<file path="config.mk">
export PLATFORM = sky130hd
export DESIGN_NAME = integer_literal_parser
export DESIGN_NICKNAME = d
export VERILOG_FILES = /design/src/rtl/ilp_pkg.sv /design/src/rtl/integer_literal_parser.sv /design/src/rtl/ilp_step.sv
export SDC_FILE = /design/constraint.sdc
export NUM_CORES = 1
export LEC_CHECK = 0
export BUFFER_PORTS_ARGS = -buffer_cell sky130_fd_sc_hd__buf_4
export CAP_MARGIN = 20
export CORE_ASPECT_RATIO = 0.8
export CORE_UTILIZATION = 30
export DETAILED_ROUTE_END_ITERATION = 7
export PLACE_DENSITY = 0.45
export SLEW_MARGIN = 15
export SYNTH_ARGS = -nofsm -noshare
export SYNTH_HDL_FRONTEND = slang
export SYNTH_SLANG_ARGS = --single-unit
</file>
<file path="constraint.sdc">
create_clock -name aclk -period 10.1 [get_ports aclk]
set_input_delay 0.505 -clock aclk [delete_from_list [all_inputs] [get_ports aclk]]
set_output_delay 0.505 -clock aclk [all_outputs]
set_load 0.02 [all_outputs]
</file>
<file path="src/rtl/ilp_pkg.sv">
// Shared types, character codes and limit tables for the integer literal parser.
package ilp_pkg;

    // Target width codes
    localparam logic [1:0] WIDTH_8  = 2'd0;
    localparam logic [1:0] WIDTH_16 = 2'd1;
    localparam logic [1:0] WIDTH_32 = 2'd2;
    localparam logic [1:0] WIDTH_64 = 2'd3;

    // Character codes the parser reacts to
    localparam logic [7:0] CHAR_PLUS       = 8'h2B;
    localparam logic [7:0] CHAR_MINUS      = 8'h2D;
    localparam logic [7:0] CHAR_UNDERSCORE = 8'h5F;
    localparam logic [7:0] CHAR_0          = 8'h30;
    localparam logic [7:0] CHAR_9          = 8'h39;
    localparam logic [7:0] CHAR_LC_A       = 8'h61;
    localparam logic [7:0] CHAR_LC_F       = 8'h66;
    localparam logic [7:0] CHAR_UC_A       = 8'h41;
    localparam logic [7:0] CHAR_UC_F       = 8'h46;

    localparam int ACC_W  = 64;
    localparam int PROD_W = ACC_W + 4;

    // Token phase: sign allowed, after sign, expecting the x of 0x, in digits
    typedef enum logic [3:0] {
        PH_SIGN       = 4'b0001,
        PH_AFTER_SIGN = 4'b0010,
        PH_PREFIX_X   = 4'b0100,
        PH_DIGITS     = 4'b1000
    } phase_t;

    // Per-token parse state
    typedef struct packed {
        logic [ACC_W-1:0] acc;
        logic             neg;
        logic             ovf;
        logic             hex;
        logic [1:0]       width;
        phase_t           phase;
    } ilp_state_t;

    // One finished result, before sign handling
    typedef struct packed {
        logic [ACC_W-1:0] mag;
        logic             neg;
        logic             ovf;
        logic [1:0]       width;
    } ilp_result_t;

    // Decoded digit
    typedef struct packed {
        logic       valid;
        logic [3:0] val;
    } digit_t;

    function automatic logic [ACC_W-1:0] pos_limit(input logic [1:0] width);
        logic [ACC_W-1:0] lim;
        case (width)
            WIDTH_8:  lim = 64'h0000_0000_0000_00FF;
            WIDTH_16: lim = 64'h0000_0000_0000_FFFF;
            WIDTH_32: lim = 64'h0000_0000_FFFF_FFFF;
            WIDTH_64: lim = 64'hFFFF_FFFF_FFFF_FFFF;
            default:  lim = 64'h0000_0000_0000_00FF;
        endcase
        return lim;
    endfunction

    function automatic logic [ACC_W-1:0] neg_limit(input logic [1:0] width);
        logic [ACC_W-1:0] lim;
        case (width)
            WIDTH_8:  lim = 64'h0000_0000_0000_0080;
            WIDTH_16: lim = 64'h0000_0000_0000_8000;
            WIDTH_32: lim = 64'h0000_0000_8000_0000;
            WIDTH_64: lim = 64'h8000_0000_0000_0000;
            default:  lim = 64'h0000_0000_0000_0080;
        endcase
        return lim;
    endfunction

    function automatic digit_t decode_digit(input logic [7:0] c, input logic hex);
        digit_t d;
        d.valid = 1'b0;
        d.val   = 4'd0;
        if (c >= CHAR_0 && c <= CHAR_9) begin
            d.valid = 1'b1;
            d.val   = 4'(c - CHAR_0);
        end else if (hex && c >= CHAR_LC_A && c <= CHAR_LC_F) begin
            d.valid = 1'b1;
            d.val   = 4'(c - CHAR_LC_A + 8'd10);
        end else if (hex && c >= CHAR_UC_A && c <= CHAR_UC_F) begin
            d.valid = 1'b1;
            d.val   = 4'(c - CHAR_UC_A + 8'd10);
        end
        return d;
    endfunction

    // Two's complement of the magnitude when negative, truncated to the width
    function automatic logic [ACC_W-1:0] finalize(input ilp_result_t r);
        logic [ACC_W-1:0] v;
        v = r.neg ? (~r.mag + 64'd1) : r.mag;
        return v & pos_limit(r.width);
    endfunction

endpackage

</file>
<file path="src/rtl/integer_literal_parser.sv">
// Top level of the streaming integer literal parser with a two-entry result buffer.
//
//  channel | direction | ports                                          | transfer when
//  --------+-----------+------------------------------------------------+----------------------
//  input   | in        | s_char_code s_token_start s_token_end          | s_valid & s_ready
//          |           | s_is_hex s_width_code                          |
//  result  | out       | m_value m_too_large                            | m_valid & m_ready
//
//  One character is taken per cycle while s_ready is high; its state update is a single
//  registered step (shift-add of the accumulator plus one compare against the width limit).
//  A token_end character puts its result in the result register, or in the skid entry if that is held.
//  A result register plus one skid entry hold results; s_ready drops only while both are full.
//  aresetn is synchronous, active low, and clears the parse state and both buffer entries.
module integer_literal_parser (
    input  logic        aclk,
    input  logic        aresetn,
    input  logic        s_valid,
    output logic        s_ready,
    input  logic [7:0]  s_char_code,
    input  logic        s_token_start,
    input  logic        s_token_end,
    input  logic        s_is_hex,
    input  logic [1:0]  s_width_code,
    output logic        m_valid,
    input  logic        m_ready,
    output logic [63:0] m_value,
    output logic        m_too_large
);
    import ilp_pkg::*;

    ilp_state_t  state_reg;
    ilp_state_t  state_next;
    ilp_state_t  step_out;
    ilp_result_t main_reg;
    ilp_result_t main_next;
    ilp_result_t skid_reg;
    ilp_result_t skid_next;
    ilp_result_t new_res;
    logic        main_valid_reg;
    logic        main_valid_next;
    logic        skid_valid_reg;
    logic        skid_valid_next;
    logic        in_xfer;
    logic        push;
    logic        pop;

    ilp_step u_step (
        .cur         (state_reg),
        .char_code   (s_char_code),
        .token_start (s_token_start),
        .is_hex      (s_is_hex),
        .width_code  (s_width_code),
        .nxt         (step_out)
    );

    // Handshake
    assign s_ready = !skid_valid_reg;
    assign in_xfer = s_valid && s_ready;
    assign push    = in_xfer && s_token_end;
    assign pop     = main_valid_reg && m_ready;

    // Parse state advances on every input transfer
    always_comb begin
        state_next = in_xfer ? step_out : state_reg;
    end

    // Result of the character just taken
    always_comb begin
        new_res.mag   = step_out.acc;
        new_res.neg   = step_out.neg;
        new_res.ovf   = step_out.ovf;
        new_res.width = step_out.width;
    end

    // Result register with one skid entry behind it
    always_comb begin
        main_next       = main_reg;
        skid_next       = skid_reg;
        main_valid_next = main_valid_reg;
        skid_valid_next = skid_valid_reg;
        if (skid_valid_reg) begin
            if (pop) begin
                main_next       = skid_reg;
                skid_valid_next = 1'b0;
            end
        end else if (push) begin
            if (!main_valid_reg || pop) begin
                main_next       = new_res;
                main_valid_next = 1'b1;
            end else begin
                skid_next       = new_res;
                skid_valid_next = 1'b1;
            end
        end else if (pop) begin
            main_valid_next = 1'b0;
        end
    end

    // Control registers
    always_ff @(posedge aclk) begin
        if (!aresetn) begin
            state_reg.acc   <= '0;
            state_reg.neg   <= 1'b0;
            state_reg.ovf   <= 1'b0;
            state_reg.hex   <= 1'b0;
            state_reg.width <= WIDTH_8;
            state_reg.phase <= PH_SIGN;
            main_valid_reg  <= 1'b0;
            skid_valid_reg  <= 1'b0;
        end else begin
            state_reg      <= state_next;
            main_valid_reg <= main_valid_next;
            skid_valid_reg <= skid_valid_next;
        end
    end

    // Result payload
    always_ff @(posedge aclk) begin
        main_reg <= main_next;
        skid_reg <= skid_next;
    end

    assign m_valid     = main_valid_reg;
    assign m_value     = finalize(main_reg);
    assign m_too_large = main_reg.ovf;

`ifndef NO_ASSERTIONS
    // The skid entry is only ever filled behind a full result register
    assert property (@(posedge aclk) disable iff (!aresetn)
        skid_valid_reg |-> main_valid_reg)
        else $error("skid entry valid while result register empty");

    // The magnitude never passes the positive limit of the held width
    assert property (@(posedge aclk) disable iff (!aresetn)
        state_reg.acc <= pos_limit(state_reg.width))
        else $error("accumulator above width limit");

    // Saturation leaves the accumulator sitting at one of the limits
    assert property (@(posedge aclk) disable iff (!aresetn)
        state_reg.ovf |-> (state_reg.acc == pos_limit(state_reg.width) ||
                           state_reg.acc == neg_limit(state_reg.width)))
        else $error("overflow flag set without saturated accumulator");

    // After a final character, m_valid is always high on the next cycle
    assert property (@(posedge aclk) disable iff (!aresetn)
        push |=> m_valid)
        else $error("token end transfer produced no result");

    // Input is refused only while both result entries are occupied
    assert property (@(posedge aclk) disable iff (!aresetn)
        !s_ready |-> (main_valid_reg && skid_valid_reg))
        else $error("input stalled with free result space");
`endif

endmodule

</file>
<file path="src/rtl/ilp_step.sv">
// Per-character next-state logic: sign, prefix skip and saturating digit accumulate.
module ilp_step (
    input  ilp_pkg::ilp_state_t cur,
    input  logic [7:0]          char_code,
    input  logic                token_start,
    input  logic                is_hex,
    input  logic [1:0]          width_code,
    output ilp_pkg::ilp_state_t nxt
);
    import ilp_pkg::*;

    ilp_state_t       base_st;
    digit_t           dig;
    logic [ACC_W-1:0] lim;
    logic [PROD_W-1:0] scaled;
    logic [PROD_W-1:0] cand;

    // A token start clears the state and samples kind and width
    always_comb begin
        base_st = cur;
        if (token_start) begin
            base_st.acc   = '0;
            base_st.neg   = 1'b0;
            base_st.ovf   = 1'b0;
            base_st.hex   = is_hex;
            base_st.width = width_code;
            base_st.phase = PH_SIGN;
        end
    end

    // acc * base + digit as shifts and adds; compare against the limit
    always_comb begin
        dig = decode_digit(char_code, base_st.hex);
        lim = base_st.neg ? neg_limit(base_st.width) : pos_limit(base_st.width);
        if (base_st.hex) begin
            scaled = {base_st.acc, 4'b0000};
        end else begin
            scaled = {1'b0, base_st.acc, 3'b000} + {3'b000, base_st.acc, 1'b0};
        end
        cand = scaled + {{(PROD_W-4){1'b0}}, dig.val};
    end

    // Character handling
    always_comb begin
        nxt = base_st;
        if (base_st.phase == PH_SIGN && (char_code == CHAR_MINUS || char_code == CHAR_PLUS)) begin
            nxt.neg   = (char_code == CHAR_MINUS);
            nxt.phase = PH_AFTER_SIGN;
        end else if (base_st.hex &&
                     (base_st.phase == PH_SIGN || base_st.phase == PH_AFTER_SIGN)) begin
            nxt.phase = PH_PREFIX_X;
        end else if (base_st.hex && base_st.phase == PH_PREFIX_X) begin
            nxt.phase = PH_DIGITS;
        end else begin
            nxt.phase = PH_DIGITS;
            if (char_code != CHAR_UNDERSCORE && dig.valid && !base_st.ovf) begin
                if (cand > {4'b0000, lim}) begin
                    nxt.acc = lim;
                    nxt.ovf = 1'b1;
                end else begin
                    nxt.acc = cand[ACC_W-1:0];
                end
            end
        end
    end

endmodule
</file>
---- Word-level counts from Yosys, hierarchy flattened ----
Cells that the tools add are included.
word-level totals
  register bits ........................... 211
  input bits .............................. 17
  word-level logic and storage cells ...... 110
cells by class
  reductions and logical operators ........ 27
  eq/ne operators ......................... 14
  muxes and demuxes ....................... 34
  $lt $le $gt $ge ......................... 7
  add/sub/neg operators ................... 8
  bitwise gates (word level) .............. 4
operators by type and width
  operator                                                            number
  one-hot mux 64 bit (4 select lines)                                 3
  two-way mux 64 bit                                                  7
  two-way mux 68 bit                                                  5
  two-way mux 73 bit                                                  1
  adder 67 x 65 -> 68 bit                                             1
  adder 68 x 4 -> 68 bit                                              1
  greater-than comparator 68 x 64 -> 1 bit                            1
  adder 64 x 1 -> 64 bit (second input constant)                      1
  AND 64 bit                                                          1
  inverter 64 bit                                                     1
  equality test 8 x 6 -> 1 bit (second input constant)                2
  greater-or-equal comparator 8 x 7 -> 1 bit (second input constant)  2
  <= comparator 8 x 7 -> 1 bit (second input constant)                2
  two-way mux 5 bit                                                   3
  logical AND 1 bit                                                   13
  two-way mux 1 bit                                                   13
  subtractor 4 x 1 -> 4 bit (second input constant)                   3
  AND reduction 3 bit                                                 3
  adder 4 bit (second input constant)                                 2
  equality test 2 bit (second input constant)                         4
  greater-or-equal comparator 8 x 6 -> 1 bit (second input constant)  1
  <= comparator 8 x 6 -> 1 bit (second input constant)                1
  two-way mux 4 bit                                                   2
  != test 8 x 7 -> 1 bit (second input constant)                      1
  other kinds (10)                                                    20

---- Depth between registers and ports, before layout ----
  depth in word-level cells ............... 16
  gate-level depth with buffers ........... 45
  gate-level depth less buffers ........... 36

---- By module ----
From an unflattened synthesis, not the netlist that was laid out.
second synthesis, totals
  cell total of the unflattened synthesis .. 2661
  area total of the unflattened synthesis .. 21126.5 sq um
by module, submodules not included
  module                  area an instance (sq um)  times used  seq. area each (sq um)  cells each
  ilp_step                11330.9                   1           0.0                     1765
  integer_literal_parser  9795.6                    1           5585.4                  896

---- Least setup slack after synthesis ----
No wires, ideal clock.
  path kind ............................... input-to-reg
  from .................................... input port s_token_start
  to ...................................... register main_reg[65] in the netlist's numbering (data pin)
  arrival ................................. 8.681 ns
  data required time ...................... 9.839 ns
  slack ................................... 1.158 ns
  stages .................................. 36
  cell sequence ........................... clkbuf_1 buf_4 buf_2 clkbuf_1 clkbuf_1 clkbuf_1 clkbuf_1 clkbuf_1 nor2b_1 ha_1 clkbuf_1 nand4_1 nor4_1 nor2_1 and3_1 a211o_1 a2111oi_0 nand3_1 a211o_1 and4bb_2 nor3b_1 nand2_1 xnor2_1 ha_1 a21o_1 a21o_1 a21oi_1 o211ai_1 o41ai_1 and4b_1 a22oi_1 clkbuf_1 clkbuf_1 or4_1 o21ai_1 o21ai_1
RTL lines
  item                  RTL line                       text
  from (decl)           integer_literal_parser.sv:20   input logic s_token_start,
  to (signal assigned)  integer_literal_parser.sv:119  main_reg <= main_next;
  to (decl)             integer_literal_parser.sv:34   ilp_result_t main_reg;

==> results.cfg <==
[floorplan]
coreArea_um2 = 67700
die_y_um = 237
die_w_um = 296
row_count = 85
die-area_um2 = 70000
io-pin-count = 84
start_util = 0.305

[worst_setup_path]
crit_path_end_kind = flop
crit_path_top_delay_cell = a2111oi_0
setup.worst_path.class = in -> reg
rr_endpoint = main_reg[66]
r2r_start = state_reg[11]
critPathArrivalTime_ps = 9570
worstPathMaxFanout = 41
max_stage_delay_ps = 790
worst-r2r-cell-count = 29
crit_top_cell = buf_4
start_kind = primary input
ff2ff_setup_slack_ps = 780
worstPathRequired_ps = 10330

[global_route]
use_met2 = 0.319
grt_max_degree = 81
antenna_found_initial = 1
grt_pass1_vias = 19300
grt_pass1_wl_mm = 128
top_usage_layer = met1
grt_overflow = 0
track_usage = 0.243
globalRouteMet1Util = 0.408
grtUsageMet3 = 0.0277

[yosys]
syn_area_um2 = 20700
yosys_warnings = 0
synth_edf_count = 136
synth-compound-area-share = 0.254
yosys.area_share.adder = 0.0746
synthMuxAreaShare = 0.0155
syn_area_per_cell_um2 = 7.71
seq_area_frac_synth = 0.270
synth-seq-cells = 211
synth_cell_types = 104
synth_cells = 2682
async_flop_share = 0
ys.flop_type = edfxtp_1
syn-num-nets = 2817
synth_top_family_by_area = simple AND/OR/NAND/NOR gates
synthXorXnorAreaFrac = 0.0703
synth-simple-area-share = 0.271

[place]
portBuffers = 83
place_area_um2 = 22400
dp_slack_ps = 515
dp_hpwl_mm = 68.1
gp_congestion = 0.927

[final_layout]
final_cell_mix = nand2_1, nor2_1, o21ai_0
layout.nets = 2832
final_util = 0.341
area.growth.synth_to_final_pct = 11.7
drive_gt1_frac = 0.0936
final_common_cell = nand2_1
largest_reg_flops = 73
fin_area_um2 = 23100

[pwr]
switching_share = 0.293
p_leak_nw = 8.38
ir_worst_vdd_mv = 0.0914
p_int_mw = 1.53
seqPwrFrac = 0.447
power_switching_mw = 0.634
clkPwrFrac = 0.369
pwr_density_cell_nw_per_um2 = 93.5
p_comb_frac = 0.184

[timing]
maxSlewViolCount = 0
layout_setup_ws_ps = 761
finalHoldViolCount = 0
period_needed_ps = 9340
clock_skew_ps = 12.8
grt_setup_unrepaired = false
post-route-period-util = 0.925
maxSlewHeadroom = 0.257
finalSetupTns_ps = 0
setup-violations-final = 0
fmax_mhz = 107
worst_pin_slew_ps = 1090

[outcome]
status = complete, no violations

[clocking]
clock_path_buffers = 3
h-tree-depth = 1
clkSlewWorstSetupHoldPaths_ps = 60
postCtsSetupBuffers = 0
insertion_delay_ps = 510
numCtsBuffers = 22
hold_buffers = 0
cts_root_buf = clkbuf_16
tritoncts = built
ctsResizeCount = 0
cts_sinks = 211

[routing]
drc_errors = 0
dr_total_vias = 21100
drtIter0Drc = 1931
ant_nets = 0
routed_wirelength_mm = 86.8
drtPass1Iterations = 6
viasPerCell = 5.83
wire_per_inst_um = 23.9

[job]
drv_cap = 0

[min_path]
holdCritPathClass = in -> reg
min_from = m_ready
hold_end = skid_valid_reg
worstHoldPathCells = 4
## worst max-delay path by stage
stage / slack [ps] / cells past startpoint / start / end
2_1_floorplan: 1160 / 36 / s_token_start / main_reg[65]
3_3_place_gp: 410 / 31 / s_token_start / main_reg[66]
3_5_place_dp: 520 / 31 / s_token_start / main_reg[66]
4_1_cts: 970 / 29 / state_reg[11] / main_reg[66]
5_1_grt: 380 / 30 / state_reg[11] / main_reg[66]
6_report: 760 / 30 / s_token_start / main_reg[66]
## power groups by stage
stage | registers [mW] | logic [mW] | clock network [mW]
after global placement | 0.985 | 0.392 | 0
after detailed placement | 0.985 | 0.396 | 0
after CTS | 0.966 | 0.397 | 0.815
after global routing | 0.970 | 0.433 | 0.843
after floorplan | 0.976 | 0.252 | 0
final | 0.967 | 0.398 | 0.797
## final cells by class
cell class | count | area [µm²]
fill | 7195 | 44600
inverter | 53 | 199
sequential | 211 | 5590
timing repair buffer | 163 | 1260
antenna | 1 | 2.50
multi-input combinational | 2246 | 14200
tap | 913 | 1140
clock buffer | 31 | 616
clock inverter | 9 | 70.1
## routing by layer
layer,wire length [µm],up-vias,part of all wire
li1,-,9995,-
met1,46600,10300,0.54
met2,32500,815,0.37
met3,6460,52,0.074
met4,1330,0,0.015
met5,0,-,0
## kinds of logic (layout without fill, tap and decap cells)
kind of cell	count (synthesis)	count (layout)
AND/OR/NAND/NOR	1111	1111
flip-flops	211	211
XOR/XNOR	166	166
buffers and inverters	225	256
other	0	1
adder cells (fa/ha/maj)	124	124
AO/OA/AOI/OAI	814	814
multiplexers	31	31
## Yosys cell counts (11+ instances only)
cell type	count	area share
a211oi_1	26	0.0094
a21boi_0	11	0.0040
a21o_1	51	0.019
a21oi_1	164	0.040
a22o_1	22	0.0093
a22oi_1	17	0.0062
a31oi_1	12	0.0036
and2_1	41	0.012
and3_1	16	0.0048
and4_1	16	0.0068
buf_2	32	0.0077
clkbuf_1	126	0.023
dfxtp_1	75	0.073
edfxtp_1	136	0.20
ha_1	117	0.071
inv_1	51	0.0093
mux2i_1	22	0.011
nand2_1	329	0.060
nand2b_1	22	0.0067
nand3_1	68	0.016
nand3b_1	18	0.0065
nand4_1	59	0.018
nor2_1	254	0.046
nor2b_1	74	0.022
nor3_1	60	0.015
nor4_1	28	0.0085
o211ai_1	26	0.0094
o21a_1	21	0.0076
o21ai_0	210	0.051
o21ai_1	67	0.016
o22ai_1	25	0.0076
o31ai_1	33	0.012
o41ai_1	15	0.0064
or2_2	11	0.0033
or3_1	28	0.0085
or4_1	38	0.014
xnor2_1	93	0.039
xor2_1	73	0.031
## metrics by stage
step           cells  hold slack (ps)  power (mW)
2_1_floorplan   2682              417        1.23
3_3_place_gp    3586              428        1.38
3_5_place_dp    3586              439        1.38
4_1_cts         3626              257        2.18
5_1_grt         3626              273        2.25
6_report        3627              270        2.16
## critical path: cells and delay by family
family | cells | cell delay (ps)
buf+inv | 5 | 1140
compound gates | 10 | 3170
xor+xnor | 1 | 190
fa+ha+maj | 2 | 780
simple gates | 12 | 3670
No activity file was read; power rests on OpenSTA's default activity.
